$ cat src/sv/stwl_pkg.sv
// Package for the sliding time-window latency statistics block.
// Holds default parameters, controller states and the command/status structs.
// No dependencies.
package stwl_pkg;

  localparam int RING_DEPTH_DEF   = 1024;
  localparam int LATENCY_BITS_DEF = 16;
  localparam logic [30:0] WINDOW_RESET = 31'd30000;

  typedef enum logic [3:0] {
    S_IDLE, S_DROPF, S_APPEND, S_EVWAIT, S_EVCHK,
    S_MULA, S_MULB_LD, S_MULB, S_SQRT_LD, S_SQRT,
    S_DIVS_LD, S_DIVS, S_DIVM_LD, S_DIVM, S_DONE
  } state_t;

  typedef struct packed {
    logic accept;
    logic drop;
    logic append;
    logic ld_mula;
    logic ld_mulb;
    logic step_mul;
    logic ld_sqrt;
    logic step_sqrt;
    logic ld_divs;
    logic ld_divm;
    logic step_div;
    logic out_load;
  } cmd_t;

  typedef struct packed {
    logic full;
    logic evict;
    logic last;
    logic out_free;
  } status_t;

endpackage

$ cat src/sv/stwl_ctrl.sv
// Controller state machine for the latency statistics block.
// Depends on stwl_pkg; drives commands to stwl_dp and reads its status.
module stwl_ctrl (
  input  logic              clk,
  input  logic              rst_n,
  input  logic              in_valid,
  output logic              in_stall,
  input  stwl_pkg::status_t st,
  output stwl_pkg::cmd_t    cmd
);

  stwl_pkg::state_t state_r, state_nxt;

  // state register
  always_ff @(posedge clk) begin
    if (!rst_n) state_r <= stwl_pkg::S_IDLE;
    else        state_r <= state_nxt;
  end

  // next state
  always_comb begin
    state_nxt = state_r;
    unique case (state_r)
      stwl_pkg::S_IDLE:    if (in_valid) state_nxt = st.full ? stwl_pkg::S_DROPF
                                                             : stwl_pkg::S_APPEND;
      stwl_pkg::S_DROPF:   state_nxt = stwl_pkg::S_APPEND;
      stwl_pkg::S_APPEND:  state_nxt = stwl_pkg::S_EVWAIT;
      stwl_pkg::S_EVWAIT:  state_nxt = stwl_pkg::S_EVCHK;
      stwl_pkg::S_EVCHK:   state_nxt = st.evict ? stwl_pkg::S_EVWAIT : stwl_pkg::S_MULA;
      stwl_pkg::S_MULA:    if (st.last) state_nxt = stwl_pkg::S_MULB_LD;
      stwl_pkg::S_MULB_LD: state_nxt = stwl_pkg::S_MULB;
      stwl_pkg::S_MULB:    if (st.last) state_nxt = stwl_pkg::S_SQRT_LD;
      stwl_pkg::S_SQRT_LD: state_nxt = stwl_pkg::S_SQRT;
      stwl_pkg::S_SQRT:    if (st.last) state_nxt = stwl_pkg::S_DIVS_LD;
      stwl_pkg::S_DIVS_LD: state_nxt = stwl_pkg::S_DIVS;
      stwl_pkg::S_DIVS:    if (st.last) state_nxt = stwl_pkg::S_DIVM_LD;
      stwl_pkg::S_DIVM_LD: state_nxt = stwl_pkg::S_DIVM;
      stwl_pkg::S_DIVM:    if (st.last) state_nxt = stwl_pkg::S_DONE;
      stwl_pkg::S_DONE:    if (st.out_free) state_nxt = stwl_pkg::S_IDLE;
      default:             state_nxt = stwl_pkg::S_IDLE;
    endcase
  end

  // command decode
  always_comb begin
    cmd      = '0;
    in_stall = 1'b1;
    unique case (state_r)
      stwl_pkg::S_IDLE: begin
        in_stall   = 1'b0;
        cmd.accept = in_valid;
      end
      stwl_pkg::S_DROPF:   cmd.drop      = 1'b1;
      stwl_pkg::S_APPEND:  cmd.append    = 1'b1;
      stwl_pkg::S_EVWAIT:  ;
      stwl_pkg::S_EVCHK: begin
        cmd.drop    = st.evict;
        cmd.ld_mula = !st.evict;
      end
      stwl_pkg::S_MULA, stwl_pkg::S_MULB: cmd.step_mul = 1'b1;
      stwl_pkg::S_MULB_LD: cmd.ld_mulb   = 1'b1;
      stwl_pkg::S_SQRT_LD: cmd.ld_sqrt   = 1'b1;
      stwl_pkg::S_SQRT:    cmd.step_sqrt = 1'b1;
      stwl_pkg::S_DIVS_LD: cmd.ld_divs   = 1'b1;
      stwl_pkg::S_DIVM_LD: cmd.ld_divm   = 1'b1;
      stwl_pkg::S_DIVS, stwl_pkg::S_DIVM: cmd.step_div = 1'b1;
      stwl_pkg::S_DONE:    cmd.out_load  = st.out_free;
      default:             ;
    endcase
  end

endmodule

$ cat config.mk
export PLATFORM = sky130hd
export DESIGN_NAME = stwl_ctrl
export DESIGN_NICKNAME = d
export VERILOG_FILES = /design/src/sv/stwl_pkg.sv /design/src/sv/stwl_ctrl.sv
export SDC_FILE = /design/constraint.sdc
export NUM_CORES = 1
export LEC_CHECK = 0
export BUFFER_PORTS_ARGS = -buffer_cell sky130_fd_sc_hd__clkbuf_2
export CORE_AREA = 10 10 47 49
export CTS_CLUSTER_DIAMETER = 120
export DETAILED_ROUTE_END_ITERATION = 8
export DIE_AREA = 0 0 57 59
export GPL_ROUTABILITY_DRIVEN = 0
export GPL_TIMING_DRIVEN = 0
export SETUP_SLACK_MARGIN = 0.5
export SYNTH_ARGS = -nofsm -noshare
export SYNTH_HDL_FRONTEND = slang
export SYNTH_SLANG_ARGS = --single-unit
$ cat constraint.sdc
create_clock -name clk -period 1.9 [get_ports clk]
set_input_delay 0.19 -clock clk [delete_from_list [all_inputs] [get_ports clk]]
set_output_delay 0.19 -clock clk [all_outputs]
set_load 0.01 [all_outputs]
---- After elaboration in Yosys (flattened, before gate mapping) ----
Cells that the tools add are included.
Widths: inputs -> output; s select.
word-level totals
  memories kept ........................... 0
  input port bits ......................... 7
  bits in read-only memories .............. 0
  bits in latches ......................... 0
  logic and storage cells ................. 50
  register bits ........................... 4
  RAM bits ................................ 0
cells by class
  $add $sub $neg .......................... 0
  div/mod/pow operators ................... 0
  bitwise operators ....................... 0
  $mul .................................... 0
  reduce and logical (&&, ||, !) cells .... 5
  multiplexer cells ....................... 23
  order comparisons ....................... 0
  shifts and indexed selects .............. 0
  eq/ne operators ......................... 21
operators with widths
  kind                count
  $pmux 4 s15         1
  $eq 4x4->1 const B  7
  $mux 4              7
  $eq 4x3->1 const B  4
  $ne 2x2->1 const B  7
  $mux 1              12
  $eq 4x2->1 const B  2
  $reduce_and 7->1    1
  $eq 4x1->1 const B  1
  $logic_not 4->1     1
  $reduce_or 2->1     2
  $mux 3              1
  $mux 2              1
  $pmux 1 s2          1
  $logic_not 1->1     1

---- Longest topological paths before layout ----
  depth in word-level cells ............... 3
  depth in mapped cells ................... 5

---- Worst setup path after synthesis ----
OpenSTA, ideal clock, no wires.
  path kind ............................... reg2reg
  start ................................... reg state_r[3]
  end ..................................... reg state_r[2]
  arrival time ............................ 1.521 ns
  setup slack ............................. 0.258 ns
  stages on the path, launching flop included .. 5
  period minus slack after synthesis ...... 1.642 ns
  cell sequence ........................... dfxtp_1 > or4_4 > o32ai_4 > or2_4 > mux2_4
between the ends
  longest elaborated chain between the ends .. 3
  elaborated cells between the ends (all ways) .. 24
  those cells by class .................... 21 x eq/ne; 1 x mux; 2 x reduce/logical
ends and longest elaborated chain
  item                                RTL line         RTL
  start, declared                     stwl_ctrl.sv:12  stwl_pkg::state_t state_r, state_nxt;
  start signal, assigned              stwl_ctrl.sv:16  if (!rst_n) state_r <= stwl_pkg::S_IDLE;
  start signal, assigned              stwl_ctrl.sv:17  else state_r <= state_nxt;
  $eq 4x3->1 (tied with other cells)  stwl_ctrl.sv:23  unique case (state_r)
  $ne 2x2->1 (no source line)         -
  $reduce_and 7->1 (no source line)   -
Several ways; a longest one is shown, not always the timed one.
A chain may end at the register's enable or synchronous reset.

---- Worst setup path after layout ----
  start ................................... reg state_r[2]
  end ..................................... reg state_r[2]
Same word-level chain as after synthesis.

==> metrics.cfg <==
[synth]
netlist_top_cells_count = nor2_1 (6), nor3_1 (6), nand2_1 (5)
synth_top_area_frac = 0.187
synthMuxAreaShare = 0.105
synthXorXnorAreaFrac = 0
synth-async-reset-ratio = 0
syn_nets = 65
synthSimpleGateAreaFrac = 0.397
synth_fa_ha_area_frac = 0
avgSynthCellArea_um2 = 7.40
syn-cell-area_um2 = 429
ys_ff_latch = 4
ys_seq_area_frac = 0.187
synth_flop_cell = dfxtp_1
synth_edf_count = 0
synth_cell_types = 28
yosysWarnings = 0
ys_top_cells_by_area = dfxtp_1 (19%), mux2i_1 (7.0%), nor3_1 (7.0%)
synth_top_family_by_area = simple AND/OR/NAND/NOR gates
synth_cells = 58
yosys.area.top_type = dfxtp_1
synth_compound_area_frac = 0.248

[cts]
cts_buffers = 3
cts_tree = yes
cts_root_buffer = clkbuf_4
clkSinkCount = 4
htreeDepth = 1
cts_buffer_depth = 2
cts.clk_slew.worst_paths_ns = 0.04
clock_latency_ns = 0.24

[power_and_ir_drop]
combPwrFrac = 0.550
peakVddDrop_v = 0.000292
p_sw_w = 0.000174
p_sw_frac = 0.360
seqPwrFrac = 0.232
leakagePower_nw = 0.380
clock_power_share = 0.218
power_density_mw_per_mm2 = 583
power.internal_w = 0.000309

[status]
status = complete, no violations

[detailed_routing]
drc = 0
vias = 557
routed_via_density = 5.21
drt-total-wl_um = 1560
routedWlPerCell_um = 14.6
drt_first_pass_iters = 4
postRouteAntennaNets = 0
first_iter_violations = 7

[sta]
fmax_mhz = 622
worst_pin_slew_ns = 0.340
drv_slew = 0
slew_headroom = 0.771
hold_violations = 0
setup_viol = 0
rsz0062_at_grt = true
skew_ns = 0.00236
min_period_ns = 1.61
finalCritPeriodShare = 0.847
finalSetupTns_ns = 0

[global_routing]
grt_max_degree = 11
grt_pass1_wl_um = 2420
grt_usage = 0.0858
grt_pass1_vias = 562
antenna_found_initial = 0
grt-ovfl-total = 0

[place]
numPortBuffers = 19
dpl.cell_count = 93
place_hpwl_um = 1040

[finish]
fin_cells = 107
nNetsFinal = 100
areaGrowthSynthToFinish_pct = 93.0
largest_register_ffs = 4
antenna_cells = 0
final_layout_size_suffix_gt1_frac = 0.659
largestRegisters = state_r (4)
regMostFlops = state_r

[die]
io_pins = 20
dieArea_mm2 = 0.00336
die-height_um = 59
initial_core_util = 0.306
die_w_um = 57
fp-row-count = 14
coreArea_mm2 = 0.00140

[critical_path]
path_class = reg2reg
end_kind = flip-flop
arrival_ns = 1.73
worstPathRequired_ns = 2.02
start_kind = flip-flop
path_max_fanout = 7

[worst_hold_path]
min_path_type = in2reg

[run]
drv_cap = 0

-- kinds of logic after synthesis --
group                  Yosys count
muxes                            4
DFF                              4
buffers and inverters            7
AOI/OAI and AO/OA               12
and+or+nand+nor                 31
-- power groups by stage --
stage	combinational, W	sequential (W)	clock, W
6_report	0.000266	0.000112	0.000105
5_1_grt	0.000287	0.000114	0.000115
4_1_cts	0.000210	0.000111	0.000111
3_5_place_dp	0.000161	0.000114	0
3_3_place_gp	0.000159	0.000114	0
2_1_floorplan	0.000115	0.000107	0
-- path summary, 6_finish.rpt --
| check | start | slack (ns) | endpoint | cells past startpoint |
|---|---|---|---|---|
| worst min register to register | state_r[1]$_SDFFE_PN0P_ | 0.67 | state_r[1]$_SDFFE_PN0P_ | 3 |
| worst min-delay path | rst_n | 0.28 | state_r[0]$_SDFFE_PN0P_ | 2 |
| worst max register to register | state_r[2]$_SDFFE_PN0P_ | 0.29 | state_r[2]$_SDFFE_PN0P_ | 4 |
| worst max-delay path | state_r[2]$_SDFFE_PN0P_ | 0.29 | state_r[2]$_SDFFE_PN0P_ | 4 |
-- layout make-up --
type	instances	area, um2
Fill cell	136	573
Multi-Input combinational cell	47	413
Timing Repair Buffer	30	210
Sequential cell	4	95.1
Buffer	4	56.3
Clock buffer	3	22.5
Tap cell	16	20.0
Inverter	3	11.3
-- what timing repair did --
action	4_1_cts	5_1_grt
pin swaps	5	6
cloned	0	1
resized for setup	19	41
hold buffers	0	0
endpoints found under the setup margin	16	17
setup buffers	4	6
-- worst max-delay path: stages (launching register included) --
cell and delay, ns:
dfxtp_4 0.36, or4_4 0.57, o32ai_4 0.12, or2_4 0.17, mux2_4 0.28
-- metrics by stage --
| stage | util | hold WS (ns) | instance area [um2] | power (W) | setup slack, ns |
|---|---|---|---|---|---|
| 5_1_grt | 0.591 | 0.282 | 828 | 0.000517 | 0.261 |
| 3_5_place_dp | 0.389 | 0.523 | 546 | 0.000274 | 0.235 |
| 6_report | 0.591 | 0.280 | 828 | 0.000483 | 0.292 |
| 4_1_cts | 0.476 | 0.263 | 667 | 0.000431 | 0.290 |
| 2_1_floorplan | - | 0.337 | 430 | 0.000222 | 0.293 |
| 3_3_place_gp | 0.389 | 0.521 | 546 | 0.000273 | 0.238 |
-- cells in the final DEF, fill, tap and decap left out, types with 2 or more instances in the layout --
cell	instances
inv_1	3
dfxtp_4	4
buf_2	11
nor2_1	4
o21ai_0	2
nand2b_1	2
buf_8	3
nor3_2	5
nand2b_4	2
buf_6	5
clkbuf_2	8
mux2i_1	3
buf_4	6
nand2_1	4
clkbuf_4	3
-- per-layer routing --
metal  GRT usage  wire [um]  vias up  part of all wire
li1            -          -      284                 -
met2       0.132        768       13              0.49
met3      0.0365         91        0             0.058
met4      0.0503          0        0                 0
met1      0.0968        702      260              0.45
met5           0          0        -                 0
Note: power is estimated with default switching activity, not from simulation.
